## src/sv/lrs_pkg.sv

```systemverilog
package lrs_pkg;

    // Event codes carried by the action field.
    typedef enum logic [1:0] {
        ACT_TICK   = 2'd0,
        ACT_SEND   = 2'd1,
        ACT_STATUS = 2'd2,
        ACT_START  = 2'd3
    } action_t;

    // Stack status report kinds; any other code is treated as "other".
    typedef enum logic [1:0] {
        ST_NET_UP   = 2'd0,
        ST_NET_DOWN = 2'd1,
        ST_OTHER    = 2'd2
    } status_kind_t;

    // Stack network state sampled at a tick; other codes are transitional.
    typedef enum logic [1:0] {
        NS_NONE   = 2'd0,
        NS_JOINED = 2'd1,
        NS_TRANS  = 2'd2
    } net_state_t;

    // Announce timer commands.
    typedef enum logic [1:0] {
        ANN_NONE  = 2'd0,
        ANN_START = 2'd1,
        ANN_STOP  = 2'd2
    } announce_t;

    // Configuration register indexes.
    typedef enum logic [2:0] {
        CFG_RETRY_MIN    = 3'd0,
        CFG_RETRY_MAX    = 3'd1,
        CFG_FIRST_DELAY  = 3'd2,
        CFG_STALL_TMO    = 3'd3,
        CFG_FAIL_LIMIT   = 3'd4,
        CFG_GIVEUP       = 3'd5,
        CFG_STABLE       = 3'd6,
        CFG_BOOT_TMO     = 3'd7
    } cfg_idx_t;

    localparam int unsigned CFG_IDX_W  = 3;
    localparam int unsigned CFG_DATA_W = 32;

    // Register values after reset.
    localparam logic [15:0] RST_RETRY_MIN   = 16'd2000;
    localparam logic [15:0] RST_RETRY_MAX   = 16'd20000;
    localparam logic [15:0] RST_FIRST_DELAY = 16'd300;
    localparam logic [31:0] RST_STALL_TMO   = 32'd15000;
    localparam logic [3:0]  RST_FAIL_LIMIT  = 4'd3;
    localparam logic [31:0] RST_GIVEUP      = 32'd300000;
    localparam logic [31:0] RST_STABLE      = 32'd15000;
    localparam logic [31:0] RST_BOOT_TMO    = 32'd180000;

    localparam logic [3:0] FAIL_COUNT_MAX = 4'hF;

    // One event beat as held in the input register.
    typedef struct packed {
        logic [1:0]  action;
        logic [31:0] now_ms;
        logic        send_ok;
        logic [1:0]  status_kind;
        logic        own_is_coordinator;
        logic [1:0]  radio_net_state;
        logic        join_accepted;
        logic        on_probation;
    } event_t;

    // One result beat as held in the output register.
    typedef struct packed {
        logic        system_reset;
        logic        clear_net_state;
        logic        join_request;
        logic        confirm_healthy;
        logic        sleep_blocked;
        logic [1:0]  announce_cmd;
        logic        joined_now;
        logic [15:0] retry_interval;
    } result_t;

endpackage

```

## src/sv/link_rejoin_supervisor.sv

```systemverilog
// Link rejoin supervisor. Each input beat is one event (tick, send completion,
// stack status report or initial start) and produces exactly one result beat
// carrying the recovery commands for that event together with the joined flag,
// the sleep block flag and the current retry interval. The block takes one
// event per clock cycle when the result side is not stalled: an event is
// captured in an input register, all decisions for it are made in a single
// pass of comparison and update logic against the supervisor state, and the
// result lands in an output register when the input register advances.
// Throughput is set by that single registered pass; the output register lets
// a new event enter while the previous result is still waiting to be taken.
// All time differences wrap modulo 2^32. Configuration registers are written
// through cfg_we / cfg_index / cfg_data and should only be changed while no
// event is in flight.
module link_rejoin_supervisor
    import lrs_pkg::*;
(
    input  logic                  clk,
    input  logic                  rst_n,

    input  logic                  cfg_we,
    input  logic [CFG_IDX_W-1:0]  cfg_index,
    input  logic [CFG_DATA_W-1:0] cfg_data,

    input  logic                  in_valid,
    output logic                  in_stall,
    input  logic [1:0]            action,
    input  logic [31:0]           now_ms,
    input  logic                  send_ok,
    input  logic [1:0]            status_kind,
    input  logic                  own_is_coordinator,
    input  logic [1:0]            radio_net_state,
    input  logic                  join_accepted,
    input  logic                  on_probation,

    output logic                  out_valid,
    input  logic                  out_stall,
    output logic                  system_reset,
    output logic                  clear_net_state,
    output logic                  join_request,
    output logic                  confirm_healthy,
    output logic                  sleep_blocked,
    output logic [1:0]            announce_cmd,
    output logic                  joined_now,
    output logic [15:0]           retry_interval
);

    // Configuration registers.
    logic [15:0] retry_min_reg;
    logic [15:0] retry_max_reg;
    logic [15:0] first_delay_reg;
    logic [31:0] stall_tmo_reg;
    logic [3:0]  fail_limit_reg;
    logic [31:0] giveup_reg;
    logic [31:0] stable_reg;
    logic [31:0] boot_tmo_reg;

    // Supervisor state.
    logic        joined_reg,         joined_next;
    logic        joining_reg,        joining_next;
    logic [31:0] anchor_reg,         anchor_next;
    logic [15:0] backoff_reg,        backoff_next;
    logic [3:0]  fail_count_reg,     fail_count_next;
    logic [31:0] unjoined_start_reg, unjoined_start_next;
    logic        unjoined_valid_reg, unjoined_valid_next;
    logic [31:0] up_time_reg,        up_time_next;
    logic        up_valid_reg,       up_valid_next;
    logic        healthy_reg,        healthy_next;
    logic [31:0] boot_time_reg,      boot_time_next;
    logic        boot_seen_reg,      boot_seen_next;
    logic        stale_reg,          stale_next;
    logic        sleep_block_reg,    sleep_block_next;

    // Pipeline registers.
    logic    ev_valid_reg, ev_valid_next;
    event_t  ev_reg;
    logic    out_valid_reg, out_valid_next;
    result_t res_reg;
    result_t res_next;

    logic    in_accept;
    logic    advance;

    // Working values of the single pass.
    logic        rst_cmd;
    logic        clr_cmd;
    logic        jreq_cmd;
    logic        conf_cmd;
    announce_t   ann_cmd;
    logic [15:0] pull;
    logic [31:0] elapsed;
    logic [16:0] doubled;
    logic [3:0]  fc_inc;

    // ------------------------------------------------------------------
    // Handshake. The event register advances into the result register
    // whenever the result register is empty or its beat is being taken.
    // ------------------------------------------------------------------
    assign advance   = ev_valid_reg && (!out_valid_reg || !out_stall);
    assign in_stall  = ev_valid_reg && !advance;
    assign in_accept = in_valid && !in_stall;

    always_comb
    begin
        ev_valid_next = ev_valid_reg;
        if (in_accept)
        begin
            ev_valid_next = 1'b1;
        end
        else if (advance)
        begin
            ev_valid_next = 1'b0;
        end
    end

    always_comb
    begin
        out_valid_next = out_valid_reg;
        if (advance)
        begin
            out_valid_next = 1'b1;
        end
        else if (!out_stall)
        begin
            out_valid_next = 1'b0;
        end
    end

    // ------------------------------------------------------------------
    // Event processing: one pass over the buffered event and the state.
    // ------------------------------------------------------------------
    always_comb
    begin
        joined_next         = joined_reg;
        joining_next        = joining_reg;
        anchor_next         = anchor_reg;
        backoff_next        = backoff_reg;
        fail_count_next     = fail_count_reg;
        unjoined_start_next = unjoined_start_reg;
        unjoined_valid_next = unjoined_valid_reg;
        up_time_next        = up_time_reg;
        up_valid_next       = up_valid_reg;
        healthy_next        = healthy_reg;
        boot_time_next      = boot_time_reg;
        boot_seen_next      = boot_seen_reg;
        stale_next          = stale_reg;
        sleep_block_next    = sleep_block_reg;

        rst_cmd  = 1'b0;
        clr_cmd  = 1'b0;
        jreq_cmd = 1'b0;
        conf_cmd = 1'b0;
        ann_cmd  = ANN_NONE;

        // The anchor is pulled back so the first join follows after first_delay;
        // the pull-back stops at zero when the delay exceeds the minimum interval.
        pull    = (retry_min_reg > first_delay_reg) ? (retry_min_reg - first_delay_reg)
                                                    : 16'd0;
        elapsed = ev_reg.now_ms - anchor_reg;
        doubled = 17'd0;
        fc_inc  = (fail_count_reg != FAIL_COUNT_MAX) ? (fail_count_reg + 4'd1)
                                                      : fail_count_reg;

        case (ev_reg.action)
            ACT_START:
            begin
                sleep_block_next    = 1'b1;
                backoff_next        = retry_min_reg;
                unjoined_valid_next = 1'b0;
                anchor_next         = ev_reg.now_ms - {16'd0, pull};
            end
            ACT_SEND:
            begin
                if (ev_reg.send_ok)
                begin
                    fail_count_next = 4'd0;
                end
                else if (joined_reg)
                begin
                    fail_count_next = fc_inc;
                    if (fc_inc >= fail_limit_reg)
                    begin
                        // Too many failed sends: drop to a soft rejoin.
                        fail_count_next = 4'd0;
                        joined_next     = 1'b0;
                        backoff_next    = retry_min_reg;
                        anchor_next     = ev_reg.now_ms;
                    end
                end
            end
            ACT_STATUS:
            begin
                case (ev_reg.status_kind)
                    ST_NET_UP:
                    begin
                        if (ev_reg.own_is_coordinator)
                        begin
                            // Stale coordinator identity: recover on the next tick.
                            joined_next   = 1'b0;
                            joining_next  = 1'b0;
                            up_valid_next = 1'b0;
                            stale_next    = 1'b1;
                            ann_cmd       = ANN_STOP;
                        end
                        else
                        begin
                            joined_next      = 1'b1;
                            joining_next     = 1'b0;
                            backoff_next     = retry_min_reg;
                            fail_count_next  = 4'd0;
                            sleep_block_next = 1'b0;
                            up_time_next     = ev_reg.now_ms;
                            up_valid_next    = 1'b1;
                            ann_cmd          = ANN_START;
                        end
                    end
                    ST_NET_DOWN:
                    begin
                        joined_next      = 1'b0;
                        joining_next     = 1'b0;
                        up_valid_next    = 1'b0;
                        backoff_next     = retry_min_reg;
                        sleep_block_next = 1'b1;
                        anchor_next      = ev_reg.now_ms;
                        ann_cmd          = ANN_STOP;
                    end
                    default:
                    begin
                        if (joining_reg)
                        begin
                            joining_next = 1'b0;
                            anchor_next  = ev_reg.now_ms;
                        end
                    end
                endcase
            end
            default:
            begin
                // Tick.
                if (stale_reg)
                begin
                    stale_next = 1'b0;
                    rst_cmd    = 1'b1;
                    clr_cmd    = 1'b1;
                end
                else
                begin
                    if (!boot_seen_reg)
                    begin
                        boot_time_next = ev_reg.now_ms;
                        boot_seen_next = 1'b1;
                    end
                    if (!healthy_reg)
                    begin
                        if (joined_reg && up_valid_reg
                            && ((ev_reg.now_ms - up_time_reg) >= stable_reg))
                        begin
                            conf_cmd     = 1'b1;
                            healthy_next = 1'b1;
                        end
                        else if (ev_reg.on_probation
                                 && ((ev_reg.now_ms - boot_time_next) >= boot_tmo_reg))
                        begin
                            rst_cmd = 1'b1;
                        end
                    end
                    if (!rst_cmd)
                    begin
                        if (!joined_reg)
                        begin
                            sleep_block_next = 1'b1;
                            if (!unjoined_valid_reg)
                            begin
                                unjoined_start_next = ev_reg.now_ms;
                                unjoined_valid_next = 1'b1;
                            end
                            else if ((ev_reg.now_ms - unjoined_start_reg) > giveup_reg)
                            begin
                                rst_cmd = 1'b1;
                            end

                            if (!rst_cmd)
                            begin
                                if (joining_reg)
                                begin
                                    if (elapsed > stall_tmo_reg)
                                    begin
                                        // Join hung: abort it and restart the backoff.
                                        joining_next = 1'b0;
                                        clr_cmd      = (ev_reg.radio_net_state != NS_NONE);
                                        backoff_next = retry_min_reg;
                                        anchor_next  = ev_reg.now_ms;
                                    end
                                end
                                else if (elapsed >= {16'd0, backoff_reg})
                                begin
                                    if (ev_reg.radio_net_state == NS_JOINED)
                                    begin
                                        // Stack still believes it is joined.
                                        clr_cmd      = 1'b1;
                                        backoff_next = retry_min_reg;
                                        anchor_next  = ev_reg.now_ms;
                                    end
                                    else if (ev_reg.radio_net_state == NS_NONE)
                                    begin
                                        anchor_next  = ev_reg.now_ms;
                                        jreq_cmd     = 1'b1;
                                        joining_next = ev_reg.join_accepted;
                                    end
                                    doubled      = {backoff_next, 1'b0};
                                    backoff_next = (doubled > {1'b0, retry_max_reg})
                                                 ? retry_max_reg : doubled[15:0];
                                end
                            end
                        end
                        else
                        begin
                            unjoined_valid_next = 1'b0;
                        end
                    end
                end
            end
        endcase

        res_next.system_reset    = rst_cmd;
        res_next.clear_net_state = clr_cmd;
        res_next.join_request    = jreq_cmd;
        res_next.confirm_healthy = conf_cmd;
        res_next.sleep_blocked   = sleep_block_next;
        res_next.announce_cmd    = ann_cmd;
        res_next.joined_now      = joined_next;
        res_next.retry_interval  = backoff_next;
    end

    // ------------------------------------------------------------------
    // Configuration registers.
    // ------------------------------------------------------------------
    always_ff @(posedge clk or negedge rst_n)
    begin
        if (!rst_n)
        begin
            retry_min_reg   <= RST_RETRY_MIN;
            retry_max_reg   <= RST_RETRY_MAX;
            first_delay_reg <= RST_FIRST_DELAY;
            stall_tmo_reg   <= RST_STALL_TMO;
            fail_limit_reg  <= RST_FAIL_LIMIT;
            giveup_reg      <= RST_GIVEUP;
            stable_reg      <= RST_STABLE;
            boot_tmo_reg    <= RST_BOOT_TMO;
        end
        else if (cfg_we)
        begin
            case (cfg_idx_t'(cfg_index))
                CFG_RETRY_MIN:   retry_min_reg   <= cfg_data[15:0];
                CFG_RETRY_MAX:   retry_max_reg   <= cfg_data[15:0];
                CFG_FIRST_DELAY: first_delay_reg <= cfg_data[15:0];
                CFG_STALL_TMO:   stall_tmo_reg   <= cfg_data;
                CFG_FAIL_LIMIT:  fail_limit_reg  <= cfg_data[3:0];
                CFG_GIVEUP:      giveup_reg      <= cfg_data;
                CFG_STABLE:      stable_reg      <= cfg_data;
                CFG_BOOT_TMO:    boot_tmo_reg    <= cfg_data;
                default:         ;
            endcase
        end
    end

    // ------------------------------------------------------------------
    // State, handshake and pipeline registers.
    // ------------------------------------------------------------------
    always_ff @(posedge clk or negedge rst_n)
    begin
        if (!rst_n)
        begin
            joined_reg         <= 1'b0;
            joining_reg        <= 1'b0;
            anchor_reg         <= 32'd0;
            backoff_reg        <= RST_RETRY_MIN;
            fail_count_reg     <= 4'd0;
            unjoined_start_reg <= 32'd0;
            unjoined_valid_reg <= 1'b0;
            up_time_reg        <= 32'd0;
            up_valid_reg       <= 1'b0;
            healthy_reg        <= 1'b0;
            boot_time_reg      <= 32'd0;
            boot_seen_reg      <= 1'b0;
            stale_reg          <= 1'b0;
            sleep_block_reg    <= 1'b0;
            ev_valid_reg       <= 1'b0;
            out_valid_reg      <= 1'b0;
        end
        else
        begin
            ev_valid_reg  <= ev_valid_next;
            out_valid_reg <= out_valid_next;
            if (advance)
            begin
                joined_reg         <= joined_next;
                joining_reg        <= joining_next;
                anchor_reg         <= anchor_next;
                backoff_reg        <= backoff_next;
                fail_count_reg     <= fail_count_next;
                unjoined_start_reg <= unjoined_start_next;
                unjoined_valid_reg <= unjoined_valid_next;
                up_time_reg        <= up_time_next;
                up_valid_reg       <= up_valid_next;
                healthy_reg        <= healthy_next;
                boot_time_reg      <= boot_time_next;
                boot_seen_reg      <= boot_seen_next;
                stale_reg          <= stale_next;
                sleep_block_reg    <= sleep_block_next;
            end
        end
    end

    always_ff @(posedge clk)
    begin
        if (in_accept)
        begin
            ev_reg.action             <= action;
            ev_reg.now_ms             <= now_ms;
            ev_reg.send_ok            <= send_ok;
            ev_reg.status_kind        <= status_kind;
            ev_reg.own_is_coordinator <= own_is_coordinator;
            ev_reg.radio_net_state    <= radio_net_state;
            ev_reg.join_accepted      <= join_accepted;
            ev_reg.on_probation       <= on_probation;
        end
        if (advance)
        begin
            res_reg <= res_next;
        end
    end

    assign out_valid       = out_valid_reg;
    assign system_reset    = res_reg.system_reset;
    assign clear_net_state = res_reg.clear_net_state;
    assign join_request    = res_reg.join_request;
    assign confirm_healthy = res_reg.confirm_healthy;
    assign sleep_blocked   = res_reg.sleep_blocked;
    assign announce_cmd    = res_reg.announce_cmd;
    assign joined_now      = res_reg.joined_now;
    assign retry_interval  = res_reg.retry_interval;

    // ------------------------------------------------------------------
    // Assertions.
    // ------------------------------------------------------------------

    // A beat is refused only while an event is buffered and cannot move on.
    a_stall_only_when_blocked: assert property (@(posedge clk) disable iff (!rst_n)
        in_stall |-> (ev_valid_reg && out_valid_reg && out_stall))
        else $error("input stalled without a blocked event");

    // A join attempt never goes out together with a reset or a state clear.
    a_join_exclusive: assert property (@(posedge clk) disable iff (!rst_n)
        out_valid |-> !(join_request && (system_reset || clear_net_state)))
        else $error("join request combined with reset or clear");

    // Health confirmation is reported once and is then remembered for good.
    a_confirm_sets_healthy: assert property (@(posedge clk) disable iff (!rst_n)
        (advance && res_next.confirm_healthy) |=> healthy_reg)
        else $error("health confirmed but flag not set");

    a_healthy_sticks: assert property (@(posedge clk) disable iff (!rst_n)
        healthy_reg |=> healthy_reg)
        else $error("healthy flag dropped");

    // The announce command uses only its three defined codes.
    a_announce_code: assert property (@(posedge clk) disable iff (!rst_n)
        out_valid |-> (announce_cmd != 2'd3))
        else $error("undefined announce command");

endmodule

```

## config.mk

```make
export PLATFORM = sky130hd
export DESIGN_NAME = link_rejoin_supervisor
export DESIGN_NICKNAME = d
export VERILOG_FILES = /design/src/sv/lrs_pkg.sv /design/src/sv/link_rejoin_supervisor.sv
export SDC_FILE = /design/constraint.sdc
export NUM_CORES = 1
export LEC_CHECK = 0
export ABC_CLOCK_PERIOD_IN_PS = 9400
export BUFFER_PORTS_ARGS = -buffer_cell sky130_fd_sc_hd__buf_2
export CORE_ASPECT_RATIO = 0.5
export CORE_MARGIN = 8
export CORE_UTILIZATION = 42
export CTS_CLUSTER_DIAMETER = 30
export DETAILED_ROUTE_END_ITERATION = 8
export HOLD_SLACK_MARGIN = 0.08
export PLACE_DENSITY = 0.59
export SETUP_SLACK_MARGIN = 0.05
export SLEW_MARGIN = 20
export SYNTH_ARGS = -nofsm -noshare
export SYNTH_HDL_FRONTEND = slang
export SYNTH_SLANG_ARGS = --single-unit
```

## constraint.sdc

```tcl
create_clock -name clk -period 9.4 [get_ports clk]
set_clock_uncertainty 0.15 [all_clocks]
set_input_delay 1.41 -clock clk [delete_from_list [all_inputs] [get_ports clk]]
set_output_delay 1.41 -clock clk [all_outputs]
set_load 0.02 [all_outputs]
```

-- After elaboration in Yosys (flattened, before gate mapping)
Index checks and enable logic that the tools add are counted.
- register bits: 404
- bits of input ports: 82
- word-level logic and storage cells: 249
- output and inout port bits: 26
- $lt $le $gt $ge: 8
- equal/unequal tests: 34
- bitwise gates (word level): 9
- $add $sub $neg: 7
- reduce and logical (&&, ||, !) cells: 42
- mux-type cells: 109
- operators by type and width (cell ; number):
    $mux 32 ; 16
    $mux 16 ; 21
    $sub 32x32->32 ; 4
    $pmux 32 s3 ; 1
    $ge 32x32->1 ; 2
    $gt 32x32->1 ; 2
    $pmux 32 s2 ; 1
    $mux 1 ; 51
    $pmux 16 s3 ; 1
    $ge 32x16->1 ; 1
    $pmux 16 s2 ; 1
    $sub 32x16->32 ; 1
    $mux 4 ; 6
    $ne 2x2->1 const B ; 9
    $gt 17x16->1 ; 1
    $gt 16x16->1 ; 1
    $reduce_and 2->1 ; 8
    $sub 16x16->16 ; 1
    $pmux 1 s2 ; 7
    $reduce_and 13->1 ; 1
    $eq 3x3->1 const B ; 4
    $ne 4x4->1 const B ; 3
    $reduce_and 4->1 ; 3
    $reduce_and 6->1 ; 2
    other kinds (30) ; 61

-- Logic depth before layout (Yosys ltp)
- depth after elaboration: 28
- depth in mapped cells: 30
- depth with buffers taken out: 28

-- Worst setup path after synthesis
No wires, ideal clock.
- path type: register to register
- from: register boot_seen_reg
- to: register res_reg, in the netlist retry_interval[15], data pin
- buffers on the path: 3
- setup time: 0.261 ns
- data required time: 8.989 ns
- cell stages (with the launch flop): 28
- setup slack: 2.839 ns
- data arrival time: 6.150 ns
- clock period less this slack: 6.561 ns
- cell sequence: dfrtp_1 -> clkbuf_1 -> clkbuf_1 -> mux2i_1 -> ha_1 -> a21oi_1 -> nand2_1 -> a221oi_1 -> a21oi_1 -> o31ai_1 -> o2111ai_1 -> a31oi_1 -> nor2b_1 -> o21a_1 -> o41ai_1 -> xnor2_1 -> ha_1 -> nand4_1 -> nor2_1 -> a21oi_1 -> o21ai_0 -> a311o_1 -> o211ai_1 -> and3_1 -> nand2_1 -> o31a_1 -> buf_4 -> a221o_1
- longest elaborated chain between the ends: 14
- RTL lines (item ; line ; text):
    from (decl) ; link_rejoin_supervisor.sv:69 ; logic boot_seen_reg, boot_seen_next;
    from (signal assigned) ; link_rejoin_supervisor.sv:407 ; boot_seen_reg <= boot_seen_next;
    $mux 32 ; link_rejoin_supervisor.sv:247 ; if (!boot_seen_reg)
    $mux 32 ; link_rejoin_supervisor.sv:239 ; if (stale_reg)
    $mux 32 ; link_rejoin_supervisor.sv:163 ; case (ev_reg.action)
    $sub 32x32->32 ; link_rejoin_supervisor.sv:261 ; && ((ev_reg.now_ms - boot_time_next) >= boot_tmo_reg))
    $ge 32x32->1 ; link_rejoin_supervisor.sv:261 ;
    $logic_and 1x1->1 ; link_rejoin_supervisor.sv:261 ;
    $mux 1 ; link_rejoin_supervisor.sv:260 ; else if (ev_reg.on_probation
    $mux 1 ; link_rejoin_supervisor.sv:254 ; if (joined_reg && up_valid_reg
    $mux 1 ; link_rejoin_supervisor.sv:252 ; if (!healthy_reg)
    $mux 1 ; link_rejoin_supervisor.sv:239 ;
    $mux 1 ; link_rejoin_supervisor.sv:163 ;
    $mux 16 ; link_rejoin_supervisor.sv:266 ; if (!rst_cmd)
    $mux 16 ; link_rejoin_supervisor.sv:239 ;
    $pmux 16 s3 ; link_rejoin_supervisor.sv:163 ;
    via backoff_next[15] ; link_rejoin_supervisor.sv:61 ; logic [15:0] backoff_reg, backoff_next;
    to (signal assigned) ; link_rejoin_supervisor.sv:429 ; res_reg <= res_next;
    to (decl) ; link_rejoin_supervisor.sv:77 ; result_t res_reg;
The timed path passes the listed nets, and every way through them passes these cells. The select of a mux whose other input is x is not followed.
A chain may end at the register's enable or synchronous reset.

-- Worst setup path after layout
- from: register ev_reg[9] in the netlist's numbering
- to: register anchor_reg[1]
- longest elaborated chain between the ends: 13
- elaborated cells between the ends (all ways): 47
- classes of those cells: 5 x add/sub; 5 x order compare; 3 x eq/ne; 29 x mux; 5 x reduce/logical
- RTL lines (item ; line ; text):
    from (decl) ; link_rejoin_supervisor.sv:75 ; event_t ev_reg;
    $mux 32 ; link_rejoin_supervisor.sv:247 ;
    $mux 32 ; link_rejoin_supervisor.sv:239 ;
    $mux 32 ; link_rejoin_supervisor.sv:163 ;
    $sub 32x32->32 ; link_rejoin_supervisor.sv:261 ;
    $ge 32x32->1 ; link_rejoin_supervisor.sv:261 ;
    $logic_and 1x1->1 ; link_rejoin_supervisor.sv:261 ;
    $mux 1 ; link_rejoin_supervisor.sv:260 ;
    $mux 1 ; link_rejoin_supervisor.sv:254 ;
    $mux 1 ; link_rejoin_supervisor.sv:252 ;
    $mux 1 ; link_rejoin_supervisor.sv:239 ;
    $mux 1 ; link_rejoin_supervisor.sv:163 ;
    $ne 7x2->1 (no source line), or another cell as far along ; - ;
    $reduce_and 13->1 (no source line) ; - ;
    to (signal assigned) ; link_rejoin_supervisor.sv:398 ; anchor_reg <= anchor_next;
    to (decl) ; link_rejoin_supervisor.sv:60 ; logic [31:0] anchor_reg, anchor_next;
Parallel ways exist; a longest one is shown, timed or not. The select of a mux whose other input is x is not followed.

==> key figures <==
Run status
  • Run status: finished clean

Clock network
  • Total CTS buffers: 82
  • Cts repair resizes: 0
  • Clock-pin slew on the worst setup and hold paths: 0.05 ns
  • Skew-Pair Late Insertion Delay: 0.62 ns
  • Number of setup buffers added after CTS: 0
  • Clock Tree Buf Depth: 3
  • Htree depth: 3
  • CTS Sinks: 404
  • # hold bufs at CTS: 0
  • Clk Tree Root Cell: clkbuf_16
  • CTS tree: done

Power and ir drop
  • Combinational group share of total power: 52.4%
  • Net Sw Frac: 42.2%
  • Int Pwr: 6.81 mW
  • Peak VDD IR: 0.000144 V
  • Clock network fraction of design power: 25.4%
  • Pleak: 15.4 nW
  • Switching power: 4.97 mW
  • Power density over cell area: 356 nW/um2
  • Sequential Power Share: 22.2%

GRT
  • First-pass GRT wire length: 130 mm
  • Vias in the first global route: 22,300
  • GRT Total Usage: 21.3%
  • Grt ovf: 0
  • Largest net degree at the start of global routing: 111
  • Initial antenna violation count: 5

Timing
  • Finish-stage setup viols: 0
  • Pins Over Slew Limit: 0
  • Slew @ Worst Pin: 0.973 ns
  • Relative slew slack: 34.9%
  • Hold Slack: 0.333 ns
  • Final critical-path required period: 8.16 ns
  • Period utilisation layout: 86.8%
  • RSZ-0062 raised after global routing: no
  • Fmax: 123 MHz
  • Setup total negative slack: 0 ns
  • Final hold violations: 0

Synthesis
  • Synth unique cells: 91
  • Post-synth top area share: 24.8%
  • Synth area leader: dfrtp_1
  • YS warnings: 0
  • Avg Inst Size Synth: 9.52 um2
  • Largest cells by area after synthesis: dfrtp_1 (25%), ha_1 (14%), mux2_2 (7.3%)
  • Ys flop type: dfrtp_1
  • Syn Inst Count: 3,015
  • Async SR Flop Fraction: 83.7%
  • EDFF count, synth: 66
  • FF+latch count, synth: 404
  • Syn nets: 3,428
  • Mapped Area: 28,700 um2
  • Post-synthesis sequential area ratio: 36.6%

Placement
  • Port bufs: 107
  • Placer Congestion: 0.916
  • Placed Cells: 3,967
  • HPWL Detailed: 63.9 mm

Flow run
  • Max-cap violations: 0

Route
  • Vias per cell: 5.57
  • # DRC: 0
  • Drt pass-1 iters: 6
  • ANT nets after route: 0
  • Via count: 22,900
  • DR WL/cell: 20.3 um
  • DR iter-0 viols: 1,871
  • Routed WL: 83.5 mm

Layout
  • Layout area overhead: 15.4%
  • Diode count: 0
  • Fin nets: 3,567
  • Most common cell after layout, fill and taps aside: ha_1
  • Post-Layout Cell Count: 4,115
  • Share of cells above drive strength 1: 17.6%
  • Max FFs per register: 42
  • Layout fillers: 6,266
  • Commonest cells after routing, fill and taps aside: ha_1 (325), inv_1 (310), dfrtp_1 (283)

Floorplanning
  • Full die area: 77,500 um2
  • Die X: 386 um
  • Total core area: 67,300 um2
  • I/O pin count: 108
  • Die height: 201 um
  • Row count: 67
  • Initial core utilization: 42.6%

Worst setup path
  • Worst EP required: 9.74 ns
  • CP endpoint kind: flop
  • Worst R2R End: anchor_reg[1]$_DFFE_PN0P_
  • CP startpoint: ev_reg[9]$_DFFE_PP_
  • Reg2reg setup slack: 1.24 ns
  • Worst EP arrival: 8.50 ns
  • Worst Setup Path Type: reg2reg
  • Critical Path Start Type: flop
  • Critical path fanouts, max: 18
  • R2R depth: 26
  • RR Startpoint: ev_reg[9]$_DFFE_PP_

Worst hold path
  • WHS Endpoint: out_valid$_DFFE_PN0P_
  • WHS Path Cells: 1
  • Worst Hold Launch: ev_valid_reg$_DFFE_PN0P_
  • Worst Hold Class: reg2reg
==> critical path, stage by stage, from the launching register on <==
cell       delay [ns]
edfxtp_1         0.72
ha_1             0.35
nor2b_1          0.13
o21a_1           0.17
o21ai_0          0.26
a21oi_1          0.19
a211oi_1         0.76
nor2_1           0.25
a211oi_1         0.68
o21ai_0          0.25
a2111oi_0        0.45
nor2_1           0.11
xor2_1           0.16
ha_1             0.30
a21oi_1          0.12
o21ai_0          0.08
a21o_1           0.18
a211oi_1         0.24
a21oi_1          0.21
o311ai_0         0.36
buf_4            0.22
nand2_1          0.15
a41o_1           0.27
a31oi_1          0.19
nand3_2          0.50
buf_4            0.41
mux2i_1          0.14
==> layout make-up <==
class                           instances  area (um2)  share of cell area (%)
Tap cell                              897        1120                    3.39
Multi-Input combinational cell       2215       16700                    50.4
Clock inverter                         53         651                    1.96
Sequential cell                       404       10500                    31.7
Inverter                              312        1170                    3.53
Clock buffer                           95        2170                    6.55
Timing Repair Buffer                  139         798                    2.41
==> stage by stage <==
stage	cell area [um2]	power, mW	setup slack (ns)	utilization [%]
after floorplan	28700	7.03	2.84	-
after global placement	30300	8.57	1.20	45.0
after detailed placement	30300	8.68	1.35	45.0
after CTS	33100	11.8	1.31	49.2
after global routing	33100	12.7	0.750	49.2
final	33100	11.8	1.24	49.2
==> layer usage <==
layer,wire (um),share of wire [%],vias to the layer above,global-route usage (%)
met3,5400,6.5,120,4.33
met2,34400,41,580,31.0
li1,-,-,11100,-
met5,12,0.014,-,0
met1,41900,50,11100,31.8
met4,1820,2.2,2,5.75
==> cells by family (layout without fill, tap and decap cells) <==
group | after synthesis | in the layout | share of synthesized area (%)
buf+inv | 396 | 599 | 5.32
xor+xnor | 143 | 143 | 4.36
flops | 404 | 404 | 36.6
simple gates | 727 | 727 | 12.4
compound gates | 766 | 766 | 17.3
mux | 248 | 248 | 9.47
fa+ha+maj | 331 | 331 | 14.6
==> cell usage after synthesis (54+ instances only) <==
library cell	count
dfrtp_1	284
mux2i_1	60
ha_1	325
nand3_1	61
o21ai_0	208
nand2_1	231
edfxtp_1	66
mux2_2	186
a21oi_1	195
xnor2_1	98
nor2_1	153
a21o_1	91
inv_1	310
clkbuf_1	72
dfstp_2	54
==> worst max-delay path by stage <==
stage / end / slack (ns)
floorplan: retry_interval[15]$_DFFE_PP_ / 2.84
global placement: retry_interval[10]$_DFFE_PP_ / 1.20
detailed placement: anchor_reg[1]$_DFFE_PN0P_ / 1.35
CTS: anchor_reg[1]$_DFFE_PN0P_ / 1.31
global route: anchor_reg[1]$_DFFE_PN0P_ / 0.75
finish: anchor_reg[1]$_DFFE_PN0P_ / 1.24
==> power by group through the flow <==
stage	Clock (mW)	Combinational [mW]	Sequential, mW
6_report	2.99	6.18	2.61
5_1_grt	3.13	6.92	2.67
4_1_cts	3.05	6.10	2.61
3_5_place_dp	0	6.04	2.64
3_3_place_gp	0	5.94	2.63
2_1_floorplan	0	4.46	2.57
(Power assumes the default switching activity.)
